--- src/hdl/prgs_ram.sv ---
// Generic simple dual-port RAM: one write port, one registered read port.
// No dependencies.
module prgs_ram #(
  parameter int WIDTH = 32,
  parameter int DEPTH = 64
) (
  input  logic                     clk,
  input  logic                     we,
  input  logic [$clog2(DEPTH)-1:0] waddr,
  input  logic [WIDTH-1:0]         wdata,
  input  logic [$clog2(DEPTH)-1:0] raddr,
  output logic [WIDTH-1:0]         rdata
);

  logic [WIDTH-1:0] mem [DEPTH];

  always_ff @(posedge clk) begin
    if (we) begin
      mem[waddr] <= wdata;
    end
    rdata <= mem[raddr];
  end

endmodule

--- config.mk ---
export PLATFORM = sky130hd
export DESIGN_NAME = prgs_ram
export DESIGN_NICKNAME = d
export VERILOG_FILES = /design/src/hdl/prgs_ram.sv
export SDC_FILE = /design/constraint.sdc
export NUM_CORES = 2
export LEC_CHECK = 0
export ABC_CLOCK_PERIOD_IN_PS = 3230
export BUFFER_PORTS_ARGS = -buffer_cell sky130_fd_sc_hd__buf_2
export CAP_MARGIN = 0
export CORE_MARGIN = 2
export CORE_UTILIZATION = 57
export CTS_CLUSTER_DIAMETER = 80
export DETAILED_ROUTE_END_ITERATION = 6
export PLACE_DENSITY = 0.8
export SYNTH_ARGS = -nofsm -noshare
export SYNTH_HDL_FRONTEND = slang
export SYNTH_SLANG_ARGS = --single-unit
--- constraint.sdc ---
create_clock -name clk -period 3.23 [get_ports clk]
set_clock_uncertainty 0.15 [all_clocks]
set_input_delay 0.1615 -clock clk [delete_from_list [all_inputs] [get_ports clk]]
set_output_delay 0.1615 -clock clk [all_outputs]
set_load 0.02 [all_outputs]
# ---- Word-level counts from Yosys, hierarchy flattened
# Memories as Yosys holds them, arrays and structs flattened. A register that Yosys moved wholly into a read port is not among the register bits.
# Cells that the tools add are included.
dict set report word_totals {
  ff_bits 0
  ram_bits 2048
  elab_cells 3
  mem_count 1
}
# memory words word_bits rd rd_clocked_by_memory_dff write_ports line_no
set memory_table {}
lappend memory_table {mem 64 32 1 1 1 15} ;# logic [WIDTH-1:0] mem [DEPTH];
dict set report op_classes {
  muxes 2
}
# op count
set ops {}
lappend ops {{1-bit 2-to-1 mux} 2}

# ---- Longest topological paths before layout
dict set report depth {
  word_depth 2
  depth_mapped 10
  ltp_nobuf 5
}

# ---- Worst setup path before layout
# No wires, ideal clock.
dict set report synth_path {
  kind {input-to-reg}
  from {input waddr[3]}
  to {memory mem[48][0], enable pin}
  t_arrival_ns 2.860
  path_slack_ns -0.241
  stages 4
  path_buffers 1
  path_cell_list {clkbuf_1 nor2b_1 nand4b_1 nor3_1}
}
# item line_no
set synth_rtl {}
lappend synth_rtl {{from (decl)} 9} ;# input logic [$clog2(DEPTH)-1:0] waddr,
lappend synth_rtl {{to (decl)} 15}
# Straight into the memory's write port.

==> reports/qor.txt <==
Status -> finished clean
Critical path required time -> 3740 ps
Post-synth ARST share -> 0%
R2R depth -> 5
Area Growth Syn to Fin -> 14.5%
DRC -> 0
GR Util met1 -> 40.4%
First-pass DRT Iterations -> 7
Final HPWL DP -> 113000 um
Ports -> 78
Core area -> 137000 um^2
Worst Path Arrival -> 3220 ps
Synthesized area per cell -> 23.6 um^2
Worst-case clock buffer depth -> 3
Worst Path Max Fanout -> 44
Avg WL per Cell -> 38.0 um
Vias/cell -> 7.08
Post-DRT Antenna Nets -> 0
Grt met2 use -> 49.4%
GRT Max-Usage Layer -> met2
Flops & latches, synth -> 2080
Post-route total power -> 55.9 mW
Vias in the first global route -> 41066
Slew @ Worst Pin -> 1390 ps
Total vias in the final route -> 40022
Final Net Count -> 3738
# rows -> 136
Global-route wire length before repair -> 302000 um
Syn Inst Count -> 3324
Final hold violation count -> 0
RSZ-0062 raised after global routing -> false
Peak VDD IR -> 533 uV
Hold crit path type -> input pin to flip-flop
Post-synthesis cell area -> 78500 um^2
F_max -> 369 MHz
Final Critical Period -> 2710 ps
Initial antenna violation count -> 12
CTS clock-pin slew for the worst setup and hold paths -> 60 ps
Tcrit/Tclk final -> 83.8%
Setup violators final -> 0
CTS Buf Count -> 191
Most frequent cell after synthesis -> edfxtp_1
Routed WL -> 215000 um
DRT iter0 DRCs -> 6884
Syn nets -> 3370
Top cell type's share of synthesized area -> 78.3%
Final design utilization -> 65.5%
Setup CP Type -> input pin to flip-flop
Pin count of the biggest net entering global routing -> 65
CTS tree -> yes
GRT overflow -> 0
Overall Global Routing Usage -> 30.9%
Biggest area consumer among synthesized cells -> edfxtp_1
Worst hold stages -> 1
Met3 usage -> 8.57%
Synth top area cells -> edfxtp_1, mux4_2, mux2i_1
CP startpoint kind -> input pin
Syn. warnings -> 0
EDFF count, synth -> 2048
Layout cells sized above 1 -> 31.9%
DIE AREA -> 141000 um^2
# port buffers -> 77
Chip Height -> 375 um
Die width -> 375 um
Max-slew violation count -> 0
Leak -> 28.3 nW
PwrDens -> 622 nW/um^2
Clk Latency, worst-skew pair -> 840 ps
Clk sink count -> 2080
Maximum Capacitance Violations -> 0
Top_reg_cell synth -> edfxtp_1
Initial Utilization -> 57.2%
Sequential share of the synthesized area -> 79.1%
Placer Congestion -> 0.829
# H-tree levels -> 4
Synth cell count leaders -> edfxtp_1, mux4_2, nor2_1
Synth unique cells -> 34
Crit end category -> flip-flop
Slew margin rel. -> 7.25%
CTS root buf -> clkbuf_16
-- kinds of logic after synthesis --
group	count (synthesis)	share of synthesized area, %
buf+inv	182	1.13
compound gates	202	1.67
flops	2080	79.1
mux	637	16.8
simple gates	223	1.27
-- flip-flops by register name, summed over array words and instances, names as in the netlist --
| name | cells |
|---|---|
| mem | 2048 |
| rdata | 32 |
-- cells in the final DEF, fill, tap and decap left out, types with 20 or more instances in the layout --
cell and instances:
clkbuf_1 42, o221ai_1 27, clkinv_2 39, buf_12 49
nand2_1 26, nor2_1 75, o22ai_1 84, clkbuf_16 195
a21oi_1 62, mux4_2 544, buf_2 73, dfxtp_1 32
bufinv_16 20, clkinv_1 29, buf_4 205, edfxtp_1 2048
mux2i_1 93, nor2_4 62, dlygate4sd3_1 27
-- cell type report --
cell class / instances / area, um^2
flip-flops and latches: 2080 / 62100
fillers: 8137 / 47300
multi-input cells: 1062 / 16000
clock buffers: 243 / 5120
repair buffers: 357 / 3200
well taps: 1794 / 2240
clock inverters: 113 / 1170
diodes: 2 / 5.00
-- per-layer routing --
| layer | vias up | routed length, um |
|---|---|---|
| met5 | - | 0 |
| met4 | 0 | 10200 |
| met3 | 647 | 30100 |
| met2 | 3650 | 104000 |
| met1 | 20731 | 70400 |
| li1 | 14994 | - |
-- metrics by stage --
step | std cells | TNS, ps | hold WS (ps) | instance area, um^2 | setup slack, ps
final | 5651 | 0 | 29.1 | 89900 | 523
after global routing | 5649 | 0 | 56.0 | 89900 | 457
after CTS | 5649 | 0 | 3.13 | 89900 | 722
after detailed placement | 5266 | -385 | 433 | 83300 | -153
after global placement | 5266 | -347 | 437 | 83300 | -151
after floorplan | 3324 | 0 | 110 | 78500 | 267
-- report_power, final --
part           internal [mW]  switching [mW]
Clock                   12.9            9.99
Sequential              29.9           0.164
Combinational           1.12            1.90
-- worst max-delay path, cell delays in order --
cell	delay (ps)
buf_8	350
buf_12	300
buf_12	330
mux4_2	570
mux2i_1	190
nor2_1	70
o32ai_1	990
nor3_1	80
-- timing repair --
action	4_1_cts	5_1_grt
hold buffers	27	0
gates resized for setup	0	0
endpoints found under the setup margin	0	0
setup buffers	0	0
endpoints found under the hold margin	769	0
-- worst paths after layout --
| kind | from | end | slack (ps) |
|---|---|---|---|
| max | raddr[0] | rdata[8]$_DFF_P_ | 520 |
| min | wdata[29] | mem[45][29]$_DFFE_PP_ | 30 |
| max reg2reg | mem[39][16]$_DFFE_PP_ | rdata[16]$_DFF_P_ | 700 |
| min reg2reg | mem[12][20]$_DFFE_PP_ | rdata[20]$_DFF_P_ | 690 |
Power figures use the tool's default switching activity.
