## src/hdl/prgs_pkg.sv

```systemverilog
// Shared types and constants for the PageRank Gauss-Seidel solver.
// No dependencies; imported by the divider and the top level.
package prgs_pkg;

  // Default parameter values for the top level
  localparam int MAX_NODES_DEF = 64;
  localparam int RANK_BITS_DEF = 32;

  // Fixed field widths
  localparam int CNT_W   = 7;   // node count, degree and node loop counters
  localparam int NODE_W  = 6;   // node fields on the ports
  localparam int DAMP_W  = 16;  // damping, Q0.16
  localparam int THR_W   = 32;  // threshold, Q0.32
  localparam int ITER_W  = 8;   // sweep limit and sweep count
  localparam int CFG_W   = 32;  // config write data
  localparam int CFGI_W  = 2;   // config register index
  localparam int DEN_W   = CNT_W + DAMP_W;  // widest divisor: degree << 16
  localparam int ACC_W   = 64;  // squared change, Q0.64

  // Register reset values
  localparam logic [CNT_W-1:0]  NODE_COUNT_RST = 7'd64;
  localparam logic [DAMP_W-1:0] DAMPING_RST    = 16'd55706;
  localparam logic [THR_W-1:0]  THRESHOLD_RST  = 32'd429497;
  localparam logic [ITER_W-1:0] ITER_LIMIT_RST = 8'd200;

  // Configuration register indexes
  typedef enum logic [CFGI_W-1:0] {
    REG_NODE_COUNT     = 2'd0,
    REG_DAMPING        = 2'd1,
    REG_STOP_THRESHOLD = 2'd2,
    REG_ITER_LIMIT     = 2'd3
  } reg_index_t;

  // Divider status back to the sequencer
  typedef struct packed {
    logic busy;
    logic done;
  } div_stat_t;

endpackage

```

## src/hdl/prgs_div.sv

```systemverilog
// Restoring divider, one quotient bit per cycle, shared by all divisions.
// Depends on prgs_pkg (div_stat_t, DEN_W).
module prgs_div #(
  parameter int DW = 48
) (
  input  logic                    clk,
  input  logic                    rst,
  input  logic                    start,
  input  logic [DW-1:0]           dividend,
  input  logic [prgs_pkg::DEN_W-1:0] divisor,
  output logic [DW-1:0]           quotient,
  output prgs_pkg::div_stat_t     stat
);
  import prgs_pkg::*;

  localparam int CW = $clog2(DW);

  logic [DEN_W-1:0] dvsr;
  logic [DEN_W-1:0] rem;
  logic [CW-1:0]    step;
  logic [DEN_W:0]   trial;

  // shift in the next dividend bit
  assign trial = {rem, quotient[DW-1]};

  always_ff @(posedge clk) begin
    if (rst) begin
      stat <= '0;
    end else begin
      stat.done <= 1'b0;
      if (start && !stat.busy) begin
        stat.busy <= 1'b1;
        quotient  <= dividend;
        dvsr      <= divisor;
        rem       <= '0;
        step      <= '0;
      end else if (stat.busy) begin
        if (trial >= {1'b0, dvsr}) begin
          rem      <= DEN_W'(trial - {1'b0, dvsr});
          quotient <= {quotient[DW-2:0], 1'b1};
        end else begin
          rem      <= trial[DEN_W-1:0];
          quotient <= {quotient[DW-2:0], 1'b0};
        end
        step <= step + 1'b1;
        if (step == CW'(DW - 1)) begin
          stat.busy <= 1'b0;
          stat.done <= 1'b1;
        end
      end
    end
  end

endmodule

```

## config.mk

```make
export PLATFORM = sky130hd
export DESIGN_NAME = prgs_div
export DESIGN_NICKNAME = d
export VERILOG_FILES = /design/src/hdl/prgs_pkg.sv /design/src/hdl/prgs_div.sv
export SDC_FILE = /design/constraint.sdc
export NUM_CORES = 1
export LEC_CHECK = 0
export BUFFER_PORTS_ARGS = -buffer_cell sky130_fd_sc_hd__buf_2
export CAP_MARGIN = 5
export CORE_MARGIN = 3
export CORE_UTILIZATION = 45
export DETAILED_ROUTE_END_ITERATION = 8
export PLACE_DENSITY_LB_ADDON = 0.12
export SYNTH_ARGS = -nofsm -noshare
export SYNTH_HDL_FRONTEND = slang
export SYNTH_SLANG_ARGS = --single-unit
export TNS_END_PERCENT = 30
```

## constraint.sdc

```tcl
create_clock -name clk -period 4.7 [get_ports clk]
set_input_delay 0.94 -clock clk [delete_from_list [all_inputs] [get_ports clk]]
set_output_delay 0.94 -clock clk [all_outputs]
set_load 0.03 [all_outputs]
```

-- After elaboration in Yosys (flattened, before gate mapping)
Cells that the tools add are included.
- register bits: 102
- bits of input ports: 74
- output and inout port bits: 50
- add/subtract/negate cells: 2
- $lt $le $gt $ge: 1
- equality and inequality tests: 1
- mux-type cells: 9
- bitwise operators: 2
- reduce and logical (&&, ||, !) cells: 6
- operators by type and width (cell ; number):
    two-way mux 48 bit ; 2
    two-way mux 23 bit ; 2
    >= comparator 24 x 23 -> 1 bit ; 1
    subtractor 23 bit ; 1
    adder 6 x 1 -> 6 bit, second input constant ; 1
    equality test 6 bit, second input constant ; 1
    two-way mux 6 bit ; 1
    two-way mux 2 bit ; 2
    AND reduction 2 bit ; 2
    OR reduction 3 bit ; 1
    two-way mux 1 bit ; 2
    inverter 1 bit ; 2
    nonzero test 2 bit ; 1
    logical AND 1 bit ; 1
    logical NOT 1 bit ; 1

-- Longest topological paths before layout
Gate-level depths: netlist of run 1.
- depth in word-level cells: 4
- depth in mapped cells: 12
- mapped depth without buffers: 10

-- Least setup slack after synthesis of run 1
OpenSTA, ideal clock, no wires.
- path type: input to register
- start point: input start
- end point: register quotient[0], enable pin
- setup time: 0.514 ns
- data arrival time: 4.231 ns
- required time: 4.186 ns
- setup slack: -0.045 ns
- stages on the path: 2
- path buffers: 0
- cells stage by stage: nor2_1 -> nor2_1
- word-level cells in the longest chain between the ends: 3
- RTL lines (item ; line ; text):
    start: declaration ; prgs_div.sv:8 ; input logic start,
    logical AND 1 bit ; prgs_div.sv:31 ; if (start && !stat.busy) begin
    nonzero test 2 bit (no source line) ; -- ;
    AND reduction 2 bit (no source line) ; -- ;
    end signal: assignment ; prgs_div.sv:33 ; quotient <= dividend;
    end signal: assignment ; prgs_div.sv:40 ; quotient <= {quotient[DW-2:0], 1'b1};
    end signal: assignment ; prgs_div.sv:43 ; quotient <= {quotient[DW-2:0], 1'b0};
    end: declaration ; prgs_div.sv:11 ; output logic [DW-1:0] quotient,
No other way between the ends.
A chain may end at the register's enable or synchronous reset.

-- Worst setup path after layout of run 1
- start point: register quotient[47]
- end point: register rem[7], data pin
- word-level cells in the longest chain between the ends: 3
- elaborated cells on any way between the ends: 4
- those cells by class: add/sub: 1; order compare: 1; mux: 2
- RTL lines (item ; line ; text):
    subtractor 23 bit / >= comparator 24 x 23 -> 1 bit (equally long branches) ; prgs_div.sv:39, prgs_div.sv:38 ;
    two-way mux 23 bit (*) ; prgs_div.sv:38 ; if (trial >= {1'b0, dvsr}) begin
    two-way mux 23 bit (*) ; prgs_div.sv:37 ; end else if (stat.busy) begin
    end signal: assignment ; prgs_div.sv:39 ; rem <= DEN_W'(trial - {1'b0, dvsr});
    end signal: assignment ; prgs_div.sv:42 ; rem <= trial[DEN_W-1:0];
    end: declaration ; prgs_div.sv:19 ; logic [DEN_W-1:0] rem;
Mark *: on every way between the ends. The rest lies on a longest branch, timed or not. The select of a mux whose other input is x is not followed.

==> impl_summary.log, run 1 <==
[metrics] initial core utilization: 46.90%
[metrics] Die Wd: 116.3 microns
[metrics] global-route usage over all layers: 18.87%
[metrics] sequential share of the synthesized area: 55.63%
[metrics] clock network latency to the later pin of the worst-skew pair: 0.35 ns
[metrics] via/cell ratio: 5.229
[metrics] # H-tree levels: 3
[metrics] Cells after Synth: 561
[metrics] half-perimeter wire length after detailed placement: 8714 microns
[metrics] hold violation count in the final report: 0
[metrics] kind of launch point of the worst setup path: flip-flop
[metrics] via total after detailed routing: between 4,000 and 5,000
[metrics] Slew @ Worst Pin: 1.041 ns
[metrics] synthesis warning total: 0
[metrics] Routed WL: ~12,000 microns
[metrics] clock buffers created by TritonCTS: 9
[metrics] CTS tree: yes
[metrics] most common library cell in the layout ignoring fill and taps: sky130_fd_sc_hd__nand2_1
[metrics] Chip Height: 116.3 microns
[metrics] GR Overflow Total: 0
[metrics] commonest cells after routing, fill and taps aside: sky130_fd_sc_hd__nand2_1, sky130_fd_sc_hd__buf_2, sky130_fd_sc_hd__edfxtp_1, sky130_fd_sc_hd__a21oi_1, sky130_fd_sc_hd__inv_1
[metrics] final sum of negative setup slack: 0 ns
[metrics] number of rows in the core area: 39
[metrics] Min-Delay Path Depth: 1
[metrics] min-delay worst type: reg -> reg
[metrics] area fraction in compound gates after synthesis: 11.71%
[metrics] layout overhead on the synthesized area: 19.35%
[metrics] total placed cells including tap cells: 813
[metrics] simple-gate share of the synthesized area: between 20% and 30%
[metrics] DIE AREA: 13,520 sq um
[metrics] arrival time of data at the critical path endpoint: 3.38 ns
[metrics] cell family with most CP delay: compound AO/OA/AOI/OAI gates
[metrics] met1 track utilization from global routing: 24.78%
[metrics] highest clock frequency the design can meet: 0.3143 GHz
[metrics] endpoints failing setup: 0
[metrics] number of remaining DRC errors: 0
[metrics] multiplexer area fraction after synthesis: less than 1%
[metrics] iteration count of the initial detailed-routing pass: 4
[metrics] GR Util met2: 29.18%
[metrics] Reg2Reg Capture Point: rem[7]
[metrics] crit path kind: reg -> reg
[metrics] number of placed I/O pins: 124
[metrics] outcome: finished, final reports clean
[metrics] worst path buffer plus inverter count: 2
[metrics] Hold Crit Start: step[4]
[metrics] VDD IR max: between 200 and 250 uV
[metrics] leading register cell type out of synthesis: sky130_fd_sc_hd__edfxtp_1
[metrics] leakage power figure: 2.892 nW
[metrics] areal power density over the cells: between 300 and 400 nW/um^2
[metrics] main combinational cell family by area after synthesis: simple AND/OR/NAND/NOR gates
[metrics] global-route wire length before repair: 20,100 microns
[metrics] most heavily used metal layer in global routing: met2
[metrics] CTS sink count: 102
[metrics] Tcrit/Tclk final: roughly 68%
[metrics] Post-Syn Nets: 660
[metrics] number of hold buffers added after CTS: 0
[metrics] internal reg-to-reg setup slack: between 1.5 and 2 ns
[metrics] worst relative slew slack: approximately 30%
[metrics] routed len/inst: 14.78 microns
[metrics] count of max-cap constraint violations: 0
[metrics] initial antenna violation count: 0
[metrics] number of enable-type register cells in the synthesized netlist: 100
[metrics] via count of the first global-routing pass: 4,279
[metrics] number of resized instances in the post-cts repair step: 0
[metrics] minimum clock period after layout: 3.182 ns
[metrics] reg2reg path depth: 11
[metrics] maximum clock path buffer count: 2
[metrics] cell with the largest stage delay on the worst path: sky130_fd_sc_hd__fa_1
[metrics] Synth cell types: 51
[metrics] #FFs+latches synth: 102
[metrics] post-route ant nets: 0
[metrics] met3 global-route usage: between 5 and 6%
[metrics] Max Fanout on Critical Path: 15
[metrics] sequence of cells on the critical path: inv_1, ha_1, fa_1, nand2b_1, a211oi_4, o21ai_1, a21oi_2, a31oi_1, buf_4, or3b_1, a21oi_1
[metrics] endpoint kind of the worst setup timing path: flip-flop
[metrics] Clock Skews: 0.01070 ns
[metrics] placer congestion estimate: just under 0.9
[metrics] Worst R2R Start: quotient[47]
[metrics] net count reported at finish: approximately 800
[metrics] async set or reset register ratio after synthesis: 0%
[metrics] largest net degree at the start of global routing: 56
[metrics] number of design-rule violations left by the first detailed-router iteration: 334
[metrics] CP max stage delay: 0.39 ns
[metrics] worst hold endpoint: stat[0]
[metrics] worst hold slack after final layout: 0.5182 ns
[metrics] Required @ worst endpoint: 4.90 ns
[metrics] Syn Std Cell Area: 5470 sq um
[metrics] clock transition at the register clock pins on the worst setup and hold paths after CTS: 0.07 ns
[metrics] number of diodes: 0
[metrics] mean area per synthesized cell: 9.751 sq um
[metrics] area share of xor/xnor cells in the synthesized design: 2.081%
[metrics] Post-Synth Adder-Cell Area: between 5 and 6%
[metrics] count of pins over their slew limit: 0
[metrics] number of buffers inserted by port buffering: 123
[metrics] Clock Root Buffer: sky130_fd_sc_hd__clkbuf_16
[metrics] buffers inserted by post-CTS timing repair: 0
[metrics] Post-Layout Cell Count: 829
[metrics] placeable core region: 11,660 sq um
[metrics] layout cell share with drive strength beyond 1: 22.89%
[metrics] setup repair after global routing missed its margin: no
through the flow:
| step | instance area, sq um | util, % | power [mW] | worst slack (ns) |
|---|---|---|---|---|
| 2_1_floorplan | 5473 | - | 1.569 | 1.263 |
| 3_3_place_gp | 6242 | 53.52 | 1.711 | 1.618 |
| 3_5_place_dp | 6242 | 53.52 | 1.721 | 1.495 |
| 4_1_cts | 6529 | 55.98 | 2.458 | 1.477 |
| 5_1_grt | 6529 | 55.98 | 2.571 | 1.234 |
| 6_report | 6529 | 55.98 | 2.438 | 1.518 |
cells in the mapped netlist, drive strengths merged (3+ instances only):
library cell,number,area (sq um)
buf,6,35.03
nor2,25,93.84
inv,30,112.6
nand4,10,62.56
nand3,11,55.05
a211oi,9,85.08
o21bai,3,22.52
a21oi,45,229.0
xor2,8,70.07
nor2b,4,25.02
clkbuf,14,52.55
nand2b,5,31.28
a21o,6,45.04
nand2,192,723.2
ha,24,300.3
o21a,5,38.79
nor3,8,45.04
edfxtp,100,3003
xnor2,5,43.79
o21ai,20,103.9
per-layer routing:
layer	routed length, microns	up-vias
met2	5588	127
met4	281	0
li1	-	2196
met1	5475	1994
met5	0	-
met3	903	18
how the worst max path moves through the flow:
stage / start / endpoint / slack (ns) / cells after the start
2_1_floorplan: start / quotient[0] / 1.26 / 2
3_3_place_gp: quotient[47] / rem[11] / 1.62 / 11
3_5_place_dp: quotient[47] / rem[11] / 1.50 / 11
4_1_cts: quotient[47] / rem[11] / 1.48 / 11
5_1_grt: quotient[47] / rem[11] / 1.23 / 11
6_report: quotient[47] / rem[7] / 1.52 / 11
state kept, by name (all words and copies together) (netlist names):
register,cells
stat,2
rem,23
step,6
dvsr,23
quotient,48
final cells by class:
class                           instances  area [sq um]
Timing Repair Buffer                  129         660.6
Inverter                               30         112.6
Tap cell                              143         178.9
Clock inverter                          4         50.05
Multi-Input combinational cell        409          2247
Fill cell                            1061          5134
Sequential cell                       102          3043
Clock buffer                           12         236.5
where the power goes:
part | switching, mW | leakage [nW] | internal [mW]
clock network | 0.323 | 0.133 | 0.413
registers | 0.0352 | 0.973 | 1.10
logic | 0.363 | 1.79 | 0.207
logic make-up (layout without fill, tap and decap cells):
group	count (synthesis)	count (layout)
AOI/OAI and AO/OA	101	101
xor gates and xnor gates	13	13
adders and majority gates	25	25
buffers and inverters	50	175
DFF	102	102
muxes	1	1
and+or+nand+nor	269	269
Note: power is estimated with default switching activity, not from simulation.
==> run 2, diff against run 1 <==
==> constraint.sdc (replaced) <==
create_clock -name clk -period 3.15 [get_ports clk]
set_input_delay 0.63 -clock clk [delete_from_list [all_inputs] [get_ports clk]]
set_output_delay 0.63 -clock clk [all_outputs]
set_load 0.03 [all_outputs]
==> impl_summary.log, run 2 (same netlist as run 1, synthesis figures left out) <==
[metrics] setup repair after global routing missed its margin: no
[metrics] DIE AREA: 13,520 sq um
[metrics] number of rows in the core area: 39
[metrics] net switching component of the power: roughly 1.1 mW
[metrics] proportion of power drawn by combinational gates: 23.3%
[metrics] # H-tree levels: 3
[metrics] final instance area: around 6600 sq um
[metrics] areal power density over the cells: 564.9 nW/um^2
[metrics] number of placed I/O pins: 124
[metrics] number of diodes: 0
[metrics] CP Capture Point: rem[11]
[metrics] minimum clock period after layout: 2.898 ns
[metrics] Required @ worst endpoint: 3.35 ns
[metrics] number of design-rule violations left by the first detailed-router iteration: approximately 310
[metrics] Routed WL: 12,780 microns
[metrics] global-route usage over all layers: 19.50%
[metrics] layout overhead on the synthesized area: 20.49%
[metrics] share of power burned in registers: 45.5%
[metrics] Worst R2R Start: quotient[47]
[metrics] Slew @ Worst Pin: 0.5691 ns
[metrics] number of hold buffers added after CTS: 0
[metrics] endpoint kind of the worst setup timing path: flip-flop
[metrics] number of resized instances in the post-cts repair step: 0
[metrics] hold violation count in the final report: 0
[metrics] iteration count of the initial detailed-routing pass: 4
[metrics] Reg2Reg Capture Point: rem[11]
[metrics] VDD IR max: between 300 and 400 uV
[metrics] Die Wd: between 100 and 150 microns
[metrics] endpoints failing setup: 0
[metrics] placeable core region: 11,660 sq um
[metrics] CTS sink count: between 100 and 150
[metrics] net count reported at finish: ~800
[metrics] half-perimeter wire length after detailed placement: ~9000 microns
[metrics] largest net degree at the start of global routing: 65
[metrics] highest clock frequency the design can meet: 0.3450 GHz
[metrics] count of pins over their slew limit: 0
[metrics] placer congestion estimate: roughly 0.9
[metrics] leakage power figure: just under 3 nW
[metrics] arrival time of data at the critical path endpoint: slightly above 3 ns
[metrics] Tcrit/Tclk final: 92.01%
[metrics] maximum clock path buffer count: 2
[metrics] max reg flops: 48
[metrics] clock buffers created by TritonCTS: 9
[metrics] CTS tree: yes
[metrics] Max Fanout on Critical Path: 15
[metrics] worst relative slew slack: 61.66%
[metrics] top flop regs: quotient x48, dvsr x23, rem x23
[metrics] post-place instance area: about 6300 sq um
[metrics] initial core utilization: between 40% and 50%
[metrics] GR Overflow Total: 0
[metrics] via total after detailed routing: 4,397
[metrics] clock network latency to the later pin of the worst-skew pair: between 0.3 and 0.4 ns
[metrics] buffers inserted by post-CTS timing repair: 0
[metrics] initial antenna violation count: 0
[metrics] internal reg-to-reg setup slack: ~0.25 ns
[metrics] P_int: about 2.6 mW
[metrics] number of remaining DRC errors: 0
[metrics] Reg with most FFs: quotient
[metrics] most common library cell in the layout ignoring fill and taps: sky130_fd_sc_hd__nand2_1
[metrics] via/cell ratio: 5.285
[metrics] count of max-cap constraint violations: 0
[metrics] via count of the first global-routing pass: 4,400
[metrics] Chip Height: approximately 120 microns
[metrics] routed len/inst: between 15 and 20 microns
[metrics] share of total power consumed by net switching: 30.05%
[metrics] final sum of negative setup slack: 0 ns
[metrics] reg2reg path depth: 11
[metrics] crit path kind: reg -> reg
[metrics] launch point of the worst path: quotient[47]
[metrics] clock network fraction of design power: between 30% and 40%
[metrics] min-delay worst type: in -> reg
[metrics] global-route wire length before repair: 20,530 microns
[metrics] kind of launch point of the worst setup path: flip-flop
[metrics] post-route ant nets: 0
[metrics] Clock Skews: 0.009791 ns
[metrics] commonest cells after routing, fill and taps aside: sky130_fd_sc_hd__nand2_1, sky130_fd_sc_hd__buf_2, sky130_fd_sc_hd__edfxtp_1, sky130_fd_sc_hd__a21oi_1, sky130_fd_sc_hd__inv_1
[metrics] clock transition at the register clock pins on the worst setup and hold paths after CTS: ~0.070 ns
[metrics] Clock Root Buffer: sky130_fd_sc_hd__clkbuf_16
[metrics] number of buffers inserted by port buffering: about 120
[metrics] layout cell share with drive strength beyond 1: approximately a quarter
[metrics] outcome: finished, final reports clean
run 2: cell count changes in the layout (fill, tap and decap cells not counted), sizes merged:
| cell | delta |
|---|---|
| clkinvlp | -2 |
| buf | +3 |
| inv | +2 |
run 2: power by group through the flow:
stage | sequential (mW) | combinational (mW) | clock (mW)
finish | 1.69 | 0.868 | 1.16
detailed placement | 1.72 | 0.869 | 0
CTS | 1.69 | 0.870 | 1.20
global route | 1.71 | 0.973 | 1.25
floorplan | 1.80 | 0.537 | 0
global placement | 1.72 | 0.854 | 0
run 2: worst max-delay path, stage by stage (launching register included):
cell	delay, ns
sky130_fd_sc_hd__edfxtp_1	0.37
sky130_fd_sc_hd__inv_1	0.05
sky130_fd_sc_hd__ha_1	0.21
sky130_fd_sc_hd__fa_1	0.38
sky130_fd_sc_hd__nand2b_1	0.21
sky130_fd_sc_hd__a211oi_4	0.30
sky130_fd_sc_hd__o21ai_1	0.17
sky130_fd_sc_hd__a21oi_2	0.17
sky130_fd_sc_hd__a31oi_1	0.12
sky130_fd_sc_hd__buf_4	0.22
sky130_fd_sc_hd__or3b_1	0.38
sky130_fd_sc_hd__a21oi_1	0.16
run 2: per-layer routing:
metal | GRT usage [%] | vias up | wire length (microns) | share of wire (%)
met2 | 31.35 | 123 | 5989 | 47
met5 | 0 | - | 0 | 0
met4 | 5.646 | 0 | 175 | 1.4
met1 | 24.77 | 2056 | 5572 | 44
met3 | 7.254 | 15 | 1039 | 8.1
li1 | - | 2203 | - | -
run 2: metrics by stage:
stage	setup slack (ns)	hold slack [ns]	instances	util (%)	power (mW)
after floorplan	0.02278	0.4773	561	-	2.341
after global placement	0.3630	0.5082	816	53.93	2.573
after detailed placement	0.2773	0.5130	816	53.93	2.589
after CTS	0.2388	0.4302	832	56.52	3.761
after global routing	0.06856	0.4257	832	56.52	3.927
final	0.2517	0.4460	832	56.52	3.723
run 2: how the worst min path moves through the flow:
stage               start  endpoint  slack [ns]  cells after the start
4_1_cts        divisor[3]   dvsr[3]        0.43                      1
3_5_place_dp      step[4]   stat[0]        0.51                      1
5_1_grt        divisor[3]   dvsr[3]        0.43                      1
3_3_place_gp      step[4]   stat[0]        0.51                      1
2_1_floorplan     step[4]   stat[0]        0.48                      1
6_report       divisor[3]   dvsr[3]        0.45                      1
run 2: final cells by class:
cell class / instances / area [sq um]
clock buffers: 12 / 246.5
fillers: 1056 / 5071
inverters: 30 / 112.6
well taps: 143 / 178.9
multi-input cells: 409 / 2247
clock inverters: 4 / 55.05
repair buffers: 132 / 708.2
flip-flops and latches: 102 / 3043
